## src/rtl/pts_pkg.sv

```systemverilog
// ----------------------------------------------------------------------------
// pts_pkg
// Shared types and codes for the periodic task slot scheduler.
// ----------------------------------------------------------------------------
package pts_pkg;

	// operation codes
	localparam logic [2:0] MD_CREATE     = 3'd0;
	localparam logic [2:0] MD_ACTIVATE   = 3'd1;
	localparam logic [2:0] MD_DEACTIVATE = 3'd2;
	localparam logic [2:0] MD_SET_PERIOD = 3'd3;
	localparam logic [2:0] MD_REMOVE     = 3'd4;
	localparam logic [2:0] MD_POLL       = 3'd5;
	localparam logic [2:0] MD_EXECUTED   = 3'd6;
	localparam logic [2:0] MD_REQUEUE    = 3'd7;

	// slot status codes as stored
	localparam logic [1:0] ST_INACTIVE = 2'd0;
	localparam logic [1:0] ST_ACTIVE   = 2'd1;
	localparam logic [1:0] ST_READY    = 2'd2;
	localparam logic [1:0] ST_CLEAN    = 2'd3;
	// reported state of a slot that holds no task
	localparam logic [2:0] ST_FREE     = 3'd4;

	// one row of the slot table
	typedef struct packed {
		logic        one_shot;
		logic [1:0]  status;
		logic [31:0] period;
		logic [31:0] last;
	} row_t;

	// controller to datapath
	typedef struct packed {
		logic load;
		logic exec;
		logic scan;
		logic walk;
		logic finish;
	} cmd_t;

	// datapath to controller
	typedef struct packed {
		logic to_scan;
		logic to_walk;
		logic hit;
		logic scan_over;
		logic walk_over;
	} sts_t;

endpackage

```

## src/rtl/pts_ctrl.sv

```systemverilog
// ----------------------------------------------------------------------------
// pts_ctrl
// Sequencer for the slot scheduler: execute, poll scan and ring walk phases.
// ----------------------------------------------------------------------------
module pts_ctrl (
	input  logic          clk,
	input  logic          arst_n,
	input  logic          start,
	input  pts_pkg::sts_t sts,
	output pts_pkg::cmd_t cmd,
	output logic          busy
);

	localparam logic [1:0] S_IDLE = 2'd0;
	localparam logic [1:0] S_EXEC = 2'd1;
	localparam logic [1:0] S_SCAN = 2'd2;
	localparam logic [1:0] S_WALK = 2'd3;

	logic [1:0] state_q;
	logic [1:0] state_d;

	always_comb begin
		state_d = state_q;
		case (state_q)
			S_IDLE: begin
				if (start) state_d = S_EXEC;
			end
			S_EXEC: begin
				if (sts.to_scan) state_d = S_SCAN;
				else if (sts.to_walk) state_d = S_WALK;
				else state_d = S_IDLE;
			end
			S_SCAN: begin
				if (sts.hit) state_d = S_WALK;
				else if (sts.scan_over) state_d = S_IDLE;
			end
			S_WALK: begin
				if (sts.walk_over) state_d = S_IDLE;
			end
			default: state_d = S_IDLE;
		endcase
	end

	always_ff @(posedge clk or negedge arst_n) begin
		if (!arst_n) state_q <= S_IDLE;
		else state_q <= state_d;
	end

	always_comb begin
		cmd.load   = (state_q == S_IDLE) && start;
		cmd.exec   = (state_q == S_EXEC);
		cmd.scan   = (state_q == S_SCAN);
		cmd.walk   = (state_q == S_WALK);
		cmd.finish = (cmd.exec && !sts.to_scan && !sts.to_walk)
			|| (cmd.scan && !sts.hit && sts.scan_over)
			|| (cmd.walk && sts.walk_over);
	end

	assign busy = (state_q != S_IDLE);

endmodule

```

## src/rtl/pts_datapath.sv

```systemverilog
// ----------------------------------------------------------------------------
// pts_datapath
// Slot table, valid bits, scan pointer and result registers of the scheduler.
// ----------------------------------------------------------------------------
module pts_datapath #(
	parameter int SLOT_COUNT = 16
) (
	input  logic          clk,
	input  logic          arst_n,
	input  pts_pkg::cmd_t cmd,
	output pts_pkg::sts_t sts,
	input  logic [2:0]    mode,
	input  logic [3:0]    slot,
	input  logic [31:0]   now_time,
	input  logic [31:0]   period,
	input  logic          single_shot,
	output logic          done,
	output logic          accepted,
	output logic          found,
	output logic [3:0]    task_slot,
	output logic [2:0]    task_state
);

	localparam int SW = $clog2(SLOT_COUNT);
	localparam int CW = $clog2(SLOT_COUNT + 1);

	function automatic logic [SW-1:0] ring_inc(input logic [SW-1:0] p);
		ring_inc = (p == SW'(SLOT_COUNT - 1)) ? '0 : p + 1'b1;
	endfunction

	// latched command
	logic [2:0]  mode_q;
	logic [3:0]  slot_q;
	logic [31:0] now_q;
	logic [31:0] per_q;
	logic        one_q;

	// table and walk state
	pts_pkg::row_t mem [SLOT_COUNT];
	pts_pkg::row_t row_s1;
	logic [SW-1:0] pos_s1;
	logic          tag_s1;
	logic [SLOT_COUNT-1:0] valid_q;
	logic [SW-1:0] scan_start_q;
	logic          scan_valid_q;
	logic [SW-1:0] pos_q;
	logic [SW-1:0] org_q;
	logic [CW-1:0] cnt_q;
	logic          done_q;

	logic [SW-1:0] slot_pos;
	logic          in_range;
	logic          live;
	logic [SW-1:0] rd_addr;
	logic [SW-1:0] wr_addr;
	logic          mem_we;
	pts_pkg::row_t wr_row;

	pts_pkg::row_t new_row;
	logic          wr_c;
	logic          set_v;
	logic          rm;
	logic          acc_c;
	logic [1:0]    st_after;
	logic          live_after;
	logic [2:0]    res_state;

	logic [31:0]   elapsed;
	logic          due;
	logic          hit;
	logic          scan_over;
	logic          walk_found;
	logic          walk_over;

	assign slot_pos = SW'(slot_q);
	assign in_range = 32'(slot_q) < SLOT_COUNT;
	assign live     = in_range && valid_q[slot_pos];

	// slot operation, decided on the row read for the addressed slot
	always_comb begin
		new_row    = row_s1;
		wr_c       = 1'b0;
		set_v      = 1'b0;
		rm         = 1'b0;
		acc_c      = 1'b0;
		st_after   = row_s1.status;
		live_after = live;
		case (mode_q)
			pts_pkg::MD_CREATE: begin
				if (in_range && !valid_q[slot_pos]) begin
					new_row.one_shot = one_q;
					new_row.status   = pts_pkg::ST_ACTIVE;
					new_row.period   = per_q;
					new_row.last     = now_q + per_q;
					wr_c       = 1'b1;
					set_v      = 1'b1;
					acc_c      = 1'b1;
					live_after = 1'b1;
					st_after   = pts_pkg::ST_ACTIVE;
				end
			end
			pts_pkg::MD_ACTIVATE: begin
				if (live) begin
					new_row.status = pts_pkg::ST_ACTIVE;
					wr_c     = 1'b1;
					acc_c    = 1'b1;
					st_after = pts_pkg::ST_ACTIVE;
				end
			end
			pts_pkg::MD_DEACTIVATE: begin
				if (live) begin
					new_row.status = pts_pkg::ST_INACTIVE;
					wr_c     = 1'b1;
					acc_c    = 1'b1;
					st_after = pts_pkg::ST_INACTIVE;
				end
			end
			pts_pkg::MD_SET_PERIOD: begin
				if (live) begin
					new_row.period = per_q;
					wr_c  = 1'b1;
					acc_c = 1'b1;
				end
			end
			pts_pkg::MD_REMOVE: begin
				if (live) begin
					rm    = 1'b1;
					acc_c = 1'b1;
				end
			end
			pts_pkg::MD_EXECUTED: begin
				if (live && row_s1.status == pts_pkg::ST_READY) begin
					new_row.status = pts_pkg::ST_CLEAN;
					wr_c     = 1'b1;
					acc_c    = 1'b1;
					st_after = pts_pkg::ST_CLEAN;
				end
			end
			pts_pkg::MD_REQUEUE: begin
				if (live && row_s1.status == pts_pkg::ST_CLEAN) begin
					acc_c = 1'b1;
					if (row_s1.one_shot) begin
						rm = 1'b1;
					end else begin
						new_row.status = pts_pkg::ST_ACTIVE;
						wr_c     = 1'b1;
						st_after = pts_pkg::ST_ACTIVE;
					end
				end
			end
			default: begin
				// poll: the addressed slot is only echoed
			end
		endcase
		if (rm) live_after = 1'b0;
		res_state = live_after ? {1'b0, st_after} : pts_pkg::ST_FREE;
	end

	// poll check on the registered row read from the table
	assign elapsed   = now_q - row_s1.last;
	assign due       = $signed(elapsed) >= $signed(row_s1.period);
	assign hit       = cmd.scan && tag_s1 && valid_q[pos_s1]
		&& (row_s1.status == pts_pkg::ST_ACTIVE) && due;
	assign scan_over = (cnt_q == CW'(SLOT_COUNT));

	// ring walk to the next valid slot, the origin itself excluded
	assign walk_found = (pos_q != org_q) && valid_q[pos_q];
	assign walk_over  = (pos_q == org_q) || valid_q[pos_q];

	always_comb begin
		sts.to_scan   = (mode_q == pts_pkg::MD_POLL) && scan_valid_q;
		sts.to_walk   = rm && scan_valid_q && (scan_start_q == slot_pos);
		sts.hit       = hit;
		sts.scan_over = scan_over;
		sts.walk_over = walk_over;
	end

	// table port
	assign rd_addr = cmd.load ? SW'(slot) : pos_q;
	assign mem_we  = (cmd.exec && wr_c) || hit;
	assign wr_addr = hit ? pos_s1 : slot_pos;
	always_comb begin
		wr_row = new_row;
		if (hit) begin
			wr_row        = row_s1;
			wr_row.status = pts_pkg::ST_READY;
			wr_row.last   = now_q;
		end
	end

	always_ff @(posedge clk) begin
		if (mem_we) mem[wr_addr] <= wr_row;
		row_s1 <= mem[rd_addr];
		pos_s1 <= rd_addr;
	end

	// command latch, pointers and results
	always_ff @(posedge clk) begin
		if (cmd.load) begin
			mode_q <= mode;
			slot_q <= slot;
			now_q  <= now_time;
			per_q  <= period;
			one_q  <= single_shot;
			pos_q  <= SW'(slot);
		end
		if (cmd.exec) begin
			accepted   <= acc_c;
			found      <= 1'b0;
			task_slot  <= slot_q;
			task_state <= res_state;
			if (sts.to_scan) begin
				pos_q <= scan_start_q;
				cnt_q <= '0;
			end else if (sts.to_walk) begin
				pos_q <= ring_inc(slot_pos);
				org_q <= slot_pos;
			end
		end
		if (cmd.scan) begin
			if (hit) begin
				accepted   <= 1'b1;
				found      <= 1'b1;
				task_slot  <= 4'(pos_s1);
				task_state <= {1'b0, pts_pkg::ST_READY};
				pos_q      <= ring_inc(pos_s1);
				org_q      <= pos_s1;
			end else if (!scan_over) begin
				pos_q <= ring_inc(pos_q);
				cnt_q <= cnt_q + 1'b1;
			end
		end
		if (cmd.walk && !walk_over) pos_q <= ring_inc(pos_q);
	end

	always_ff @(posedge clk or negedge arst_n) begin
		if (!arst_n) begin
			valid_q      <= '0;
			scan_start_q <= '0;
			scan_valid_q <= 1'b0;
			tag_s1       <= 1'b0;
			done_q       <= 1'b0;
		end else begin
			done_q <= cmd.finish;
			tag_s1 <= cmd.scan && !scan_over;
			if (cmd.exec) begin
				if (set_v) begin
					valid_q[slot_pos] <= 1'b1;
					if (!scan_valid_q) begin
						scan_start_q <= slot_pos;
						scan_valid_q <= 1'b1;
					end
				end
				if (rm) valid_q[slot_pos] <= 1'b0;
			end
			if (cmd.walk && walk_over) begin
				if (walk_found) scan_start_q <= pos_q;
				else if (mode_q == pts_pkg::MD_POLL) scan_start_q <= org_q;
				else scan_valid_q <= 1'b0;
			end
		end
	end

	assign done = done_q;

endmodule

```

## src/rtl/periodic_task_slot_scheduler.sv

```systemverilog
// ----------------------------------------------------------------------------
// periodic_task_slot_scheduler
// Round-robin scheduler over a table of periodic and one-shot task slots.
// ----------------------------------------------------------------------------
// channel   handshake          payload
// command   start / busy       mode, slot, now_time, period, single_shot
// result    done (strobe)      accepted, found, task_slot, task_state
//
// a command is taken when start is high and busy is low; its result is
// strobed on done for one cycle; for slot ops it follows the EXEC state
// and the done register; remove, or requeue of a one-shot, of the scan start
// adds a walk over the valid bits
// poll reads one slot per cycle through the single table port, plus a walk
// on a hit
// reset clears all slots and the scan pointer; the result side never stalls
module periodic_task_slot_scheduler #(
	parameter int SLOT_COUNT = 16
) (
	input  logic        clk,
	input  logic        arst_n,
	input  logic        start,
	output logic        busy,
	input  logic [2:0]  mode,
	input  logic [3:0]  slot,
	input  logic [31:0] now_time,
	input  logic [31:0] period,
	input  logic        single_shot,
	output logic        done,
	output logic        accepted,
	output logic        found,
	output logic [3:0]  task_slot,
	output logic [2:0]  task_state
);

	pts_pkg::cmd_t cmd;
	pts_pkg::sts_t sts;

	pts_ctrl u_ctrl (
		.clk    (clk),
		.arst_n (arst_n),
		.start  (start),
		.sts    (sts),
		.cmd    (cmd),
		.busy   (busy)
	);

	pts_datapath #(
		.SLOT_COUNT (SLOT_COUNT)
	) u_dp (
		.clk         (clk),
		.arst_n      (arst_n),
		.cmd         (cmd),
		.sts         (sts),
		.mode        (mode),
		.slot        (slot),
		.now_time    (now_time),
		.period      (period),
		.single_shot (single_shot),
		.done        (done),
		.accepted    (accepted),
		.found       (found),
		.task_slot   (task_slot),
		.task_state  (task_state)
	);

endmodule

```

## config.mk

```make
export PLATFORM = sky130hd
export DESIGN_NAME = periodic_task_slot_scheduler
export DESIGN_NICKNAME = d
export VERILOG_FILES = /design/src/rtl/pts_pkg.sv /design/src/rtl/pts_ctrl.sv /design/src/rtl/pts_datapath.sv /design/src/rtl/periodic_task_slot_scheduler.sv
export SDC_FILE = /design/constraint.sdc
export NUM_CORES = 2
export LEC_CHECK = 0
export ABC_AREA = 1
export BUFFER_PORTS_ARGS = -buffer_cell sky130_fd_sc_hd__buf_4
export CORE_MARGIN = 2
export CORE_UTILIZATION = 50
export CTS_BUF_LIST = sky130_fd_sc_hd__clkbuf_8
export DETAILED_ROUTE_END_ITERATION = 16
export PLACE_DENSITY_LB_ADDON = 0.15
export SETUP_SLACK_MARGIN = 0.1
export SLEW_MARGIN = 5
export SYNTH_ARGS = -nofsm -noshare
export SYNTH_HDL_FRONTEND = slang
export SYNTH_SLANG_ARGS = --single-unit
```

## constraint.sdc

```tcl
create_clock -name clk -period 11.35 [get_ports clk]
set_input_delay 2.27 -clock clk [delete_from_list [all_inputs] [get_ports clk]]
set_output_delay 2.27 -clock clk [all_outputs]
set_load 0.05 [all_outputs]
```

After elaboration in Yosys (flattened, before gate mapping)

Memory sizes are Yosys's and may differ from the RTL's. A register that Yosys moved wholly into a read port is not among the register bits.
Cells that the tools add are included.
W data, S select, Z words.

Add/sub/neg operators: 6
$lt $le $gt $ge: 5
Equal/unequal tests: 23
Muxes and demuxes: 94
Bitwise operators: 3
Reductions and logical operators: 35

Operators with widths:

| cell                  | number |
|---|---|
| $mux W67              | 2 |
| $mux W4               | 26 |
| $mux W32              | 2 |
| $pmux W32 S2          | 1 |
| $mux W16              | 3 |
| $add A32 B32 Y32      | 1 |
| $ge A32 B32 Y1        | 1 |
| $sub A32 B32 Y32      | 1 |
| $mux W1               | 29 |
| $mux W5               | 5 |
| $mux W2               | 12 |
| $logic_and A1 B1 Y1   | 20 |
| $pmux W2 S5           | 2 |
| $and A16 B16 Y16      | 1 |
| $not A16 Y16          | 1 |
| $or A16 B16 Y16       | 1 |
| $lt A4 B5 Y1 const B  | 3 |
| $add A4 B1 Y4 const B | 3 |
| $bmux W1 S4           | 3 |
| $eq A3 B3 Y1 const B  | 4 |
| $eq A4 B4 Y1 const B  | 3 |
| $mux W3               | 4 |
| $eq A2 B2 Y1 const B  | 4 |
| $eq A4 B4 Y1          | 2 |
| other kinds (21)      | 32 |

Register bits after elaboration: 123
Bits in writable memories: 1,072
Input bits: 75
Output and inout bits: 11
Word-level logic and storage cells: 186
Memories kept: 1

Memories:

| memory   | depth | width | read ports | clocked after memory_dff | write ports | RTL line           | source |
|---|---|---|---|---|---|---|---|
| u_dp.mem | 16    | 67    | 1          | 1                        | 1           | pts_datapath.sv:39 | `pts_pkg::row_t mem [SLOT_COUNT];` |

Depth between registers and ports, before layout

Depth after elaboration: 14
Depth in mapped cells: 33
Depth with buffers taken out: 32

Hierarchy

Synthesis repeated with hierarchy kept, for this count alone.

Cell total of the unflattened synthesis: 4,617
Area total of the unflattened synthesis: 54,023.1 um2

Modules (own cells, without submodules):

| module       | instances | cells an instance | area an instance (um2) | seq. area each (um2) |
|---|---|---|---|---|
| pts_datapath | 1         | 4,582             | 53,814.1               | 36,790.3 |
| pts_ctrl     | 1         | 35                | 209.0                  | 50.0 |

Worst setup path after synthesis

OpenSTA, ideal clock, no wires.

Path type: register -> register
Start: register u_dp.now_q[0]
End: memory u_dp.mem[12][0] in the netlist's numbering (enable)
Data arrival time: 6.379 ns
Required time: 10.858 ns
Setup slack: 4.479 ns
Cell stages (with the launch flop): 31
Path buffers: 1
Period minus slack after synthesis: 6.871 ns
Cells stage by stage: edfxtp_1 > inv_1 > ha_1 > inv_1 > fa_1 > nand3_1 > nand3_1 > nand2_1 > o211ai_1 > a21boi_1 > o21ai_0 > nand2_1 > nand2_1 > a21oi_1 > xnor2_1 > ha_1 > nand2_1 > nor2_1 > nand4_1 > nor2_1 > nand2_1 > nand2_1 > nand2_1 > nand3_1 > nand2_1 > buf_6 > nand2_1 > o21ai_2 > inv_1 > nand3_2 > nor2_1

Cells in the longest elaborated chain, start to end: 6

Ends and longest elaborated chain:

| item                          | RTL line            | source |
|---|---|---|
| start: declaration            | pts_datapath.sv:34  | `logic [31:0] now_q;` |
| start signal: assignment      | pts_datapath.sv:202 | `now_q <= now_time;` |
| $sub A32 B32 Y32 (*)          | pts_datapath.sv:160 | `assign elapsed = now_q - row_s1.last;` |
| $ge A32 B32 Y1 (*)            | pts_datapath.sv:161 | `assign due = $signed(elapsed) >= $signed(row_s1.period);` |
| $logic_and A1 B1 Y1 (*)       | pts_datapath.sv:163 | `&& (row_s1.status == pts_pkg::ST_ACTIVE) && due;` |
| $logic_or A1 B1 Y1            | pts_datapath.sv:180 | `assign mem_we = (cmd.exec && wr_c) \|\| hit;` |
| $mux W1                       | pts_datapath.sv:192 | `if (mem_we) mem[wr_addr] <= wr_row;` |
| $mux W1 (implied by the code) | pts_datapath.sv:192 |  |
| end: declaration              | pts_datapath.sv:39  |  |

Every way passes the cells marked *; elsewhere a longest branch is shown, timed or not.

Final worst setup path

Start: register u_dp.now_q[2]
End: memory u_dp.mem[3][47] in the netlist's numbering (enable)

The elaborated chain is that of the path after synthesis.

==> impl_metrics.ini <==
[floorplanning]
coreArea_um2 = 107000
die-area_um2 = 111000
initial_core_util_pct = 50.4
io_pins = 86
die_h_um = 332
fp.dieW_um = 332
rows = 120

[logic_synthesis]
ys_warn_count = 0
synth.avg_cell_area_um2 = 11.8
synth_top_area_cell = edfxtp_1
synth_ff_type = edfxtp_1
syn-instance-count = 4557
synthXorXnorAreaFrac_pct = 0.958
synth_compound_area_share_pct = 14.7
synthTopCellsByArea = edfxtp_1, o21ai_0, nor2_1
synth_top_area_share_pct = 63.7
synth_edf_count = 1144
synthSimpleGateAreaFrac_pct = 9.71
syn-num-nets = 4736
synth.ff_latch_count = 1262
muxShareOfSynthArea_pct = 0
synthAdderAreaFrac_pct = 2.44
synth_cell_types = 57
async_flop_share_pct = 1.98
synth_top_family_by_area = compound AO/OA/AOI/OAI gates
synth_area_um2 = 54000
ys_seq_area_share_pct = 68.3

[global_routing]
grt_pass1_vias = 36400
antenna_found_initial = 5
grt.overflow.total = 0
gr-usage-all-layers_pct = 27.9
grt_first_pass_wirelength_mm = 232
grt_start_max_net_pins = 206

[layout]
nFillCells = 9047
post-route-util_pct = 56.1
seq_area_um2 = 36800
design_area_um2 = 60100
drive_above_1_share_pct = 10.6
syn_to_final_growth_pct = 11.4
final_nets = 4837
finalNonFillerCells = 6232
layout_common_cells = edfxtp_1, nor2_1, o21ai_0
multiInputGateArea_um2 = 15200
layout_commonest_cell = edfxtp_1

[place]
gp_congestion = 0.941
placed_cells = 5859
portBuffers = 85
dpl_cell_area_um2 = 56100
dp_hpwl_mm = 87.4

[timing]
period_minus_slack_ps = 7660
finClkSkew_ps = 38.1
min_period_over_period_pct = 67.5
grt_setup_unrepaired = no
setup_violations = 0
fmax_mhz = 130
setup_tns_ps = 0
relSlewSlack_pct = 12.6
worst_pin_slew_ps = 1310
finalHoldViolCount = 0
slew_violations = 0

[routing]
viasPerCell = 6.09
wl_per_cell_um = 25.0
drtIter0Drc = 4268
ant_nets = 0
drc_errors = 0
num_vias = 37900
drt-pass1-iter-count = 6
wl_mm = 156

[setup_path]
path_class = flop to flop
slowest_stage = nor2_4
required_ps = 11880
max_stage_delay_ps = 810
crit_fanout = 71
path_common_cell = nand2_1
end_kind = flop
reg2reg_depth = 26
start_kind = flop
cp.arrival_ps = 8190

[clock_tree]
clk_latency_ps = 900
cts_buffer_depth = 3
post_cts_resized = 0
cts_made_buffers = 200
ctsHoldBuffers = 0
path_clk_slew_ps = 70
root_buffer = clkbuf_8
clock-sinks = 1262
cts_tree = yes
post_cts_buffers = 0
htree_levels = 4

[power_and_ir_drop]
p_per_area_nw_per_um2 = 284
irDropWorstVdd_mv = 0.273
p_leak_nw = 21.1

[hold_path]
holdPathStages = 2
holdCritPathClass = flop to flop

[job]
drv_cap = 0

[outcome]
run_status = finished, final reports clean
-- cells by family after synthesis --
| group | Yosys count |
|---|---|
| and+or+nand+nor | 1287 |
| AOI/OAI and AO/OA | 1331 |
| DFF | 1262 |
| buffers and inverters | 514 |
| adders and majority gates | 104 |
| xor gates and xnor gates | 59 |
-- per-stage QoR --
| stage | hold WS (ps) | power [mW] | setup slack (ps) |
|---|---|---|---|
| 6_report | 473 | 17.1 | 3690 |
| 3_3_place_gp | 469 | 13.1 | 3760 |
| 3_5_place_dp | 470 | 13.2 | 3640 |
| 2_1_floorplan | 477 | 10.9 | 4480 |
| 5_1_grt | 520 | 18.1 | 3020 |
| 4_1_cts | 479 | 17.1 | 3630 |
-- layer usage --
layer / global-route usage [%] / wire [µm]
met5: 0 / 13
met4: 7.96 / 3410
met3: 4.66 / 14000
met2: 42.2 / 69300
met1: 41.6 / 69100
-- sequential cells by signal, indices dropped and copies added (netlist names), named ones only --
register,cells
u_dp.pos_s1,4
u_dp.cnt_q,5
u_dp.task_state,3
u_dp.scan_start_q,4
u_dp.task_slot,4
u_ctrl.state_q,2
u_dp.mem,1072
u_dp.mode_q,3
u_dp.found,1
u_dp.valid_q,15
u_dp.done,1
u_dp.pos_q,4
u_dp.tag_s1,1
u_dp.one_q,1
u_dp.row_s1,67
u_dp.org_q,4
u_dp.accepted,1
u_dp.per_q,32
u_dp.now_q,32
u_dp.scan_valid_q,1
u_dp.slot_pos,4
-- path summary, 6_finish.rpt --
path,start,end,slack (ps)
setup / recovery,u_dp.now_q[2],u_dp.mem[3][47],3690
hold / removal,u_dp.found,u_dp.found,470
setup reg to reg,u_dp.now_q[2],u_dp.mem[3][47],3690
hold reg to reg,u_dp.found,u_dp.found,470
max in group asynchronous,arst_n,u_dp.valid_q[11],9770
min in group asynchronous,arst_n,u_dp.tag_s1,1300
-- Yosys cell counts (25+ instances only) --
master    count
a21oi_1     153
buf_2        59
clkbuf_1    169
dfrtp_1      25
dfxtp_1      93
edfxtp_1   1144
ha_1        102
inv_1       231
nand2_1     414
nand3_1     135
nor2_1      672
o211ai_1     95
o21ai_0     620
o21ai_1     102
o221ai_1    190
o22ai_1     116
xnor2_1      25
xor2_1       34
-- power breakdown --
group          total [mW]  internal [mW]  switching [mW]
clock                3.88           2.04            1.84
combinational        6.76           1.87            4.89
sequential           6.45           6.20           0.254
-- critical path, delay by kind of cell, from the launching register on --
family	cells	cell delay [ps]
AO/OA/AOI/OAI	7	1450
XOR/XNOR	1	180
adder cells (fa/ha/maj)	2	730
buffers and inverters	4	1920
flip-flops	1	430
AND/OR/NAND/NOR	12	2540
-- cell type report --
cell class | count | area share [%]
clock buffer | 223 | 5.11
timing repair buffer | 162 | 2.15
sequential | 1262 | 61.3
antenna | 2 | 0.00833
multi-input combinational | 2781 | 25.3
tap | 1403 | 2.92
inverter | 251 | 1.61
clock inverter | 148 | 1.59
(Power assumes the default switching activity.)
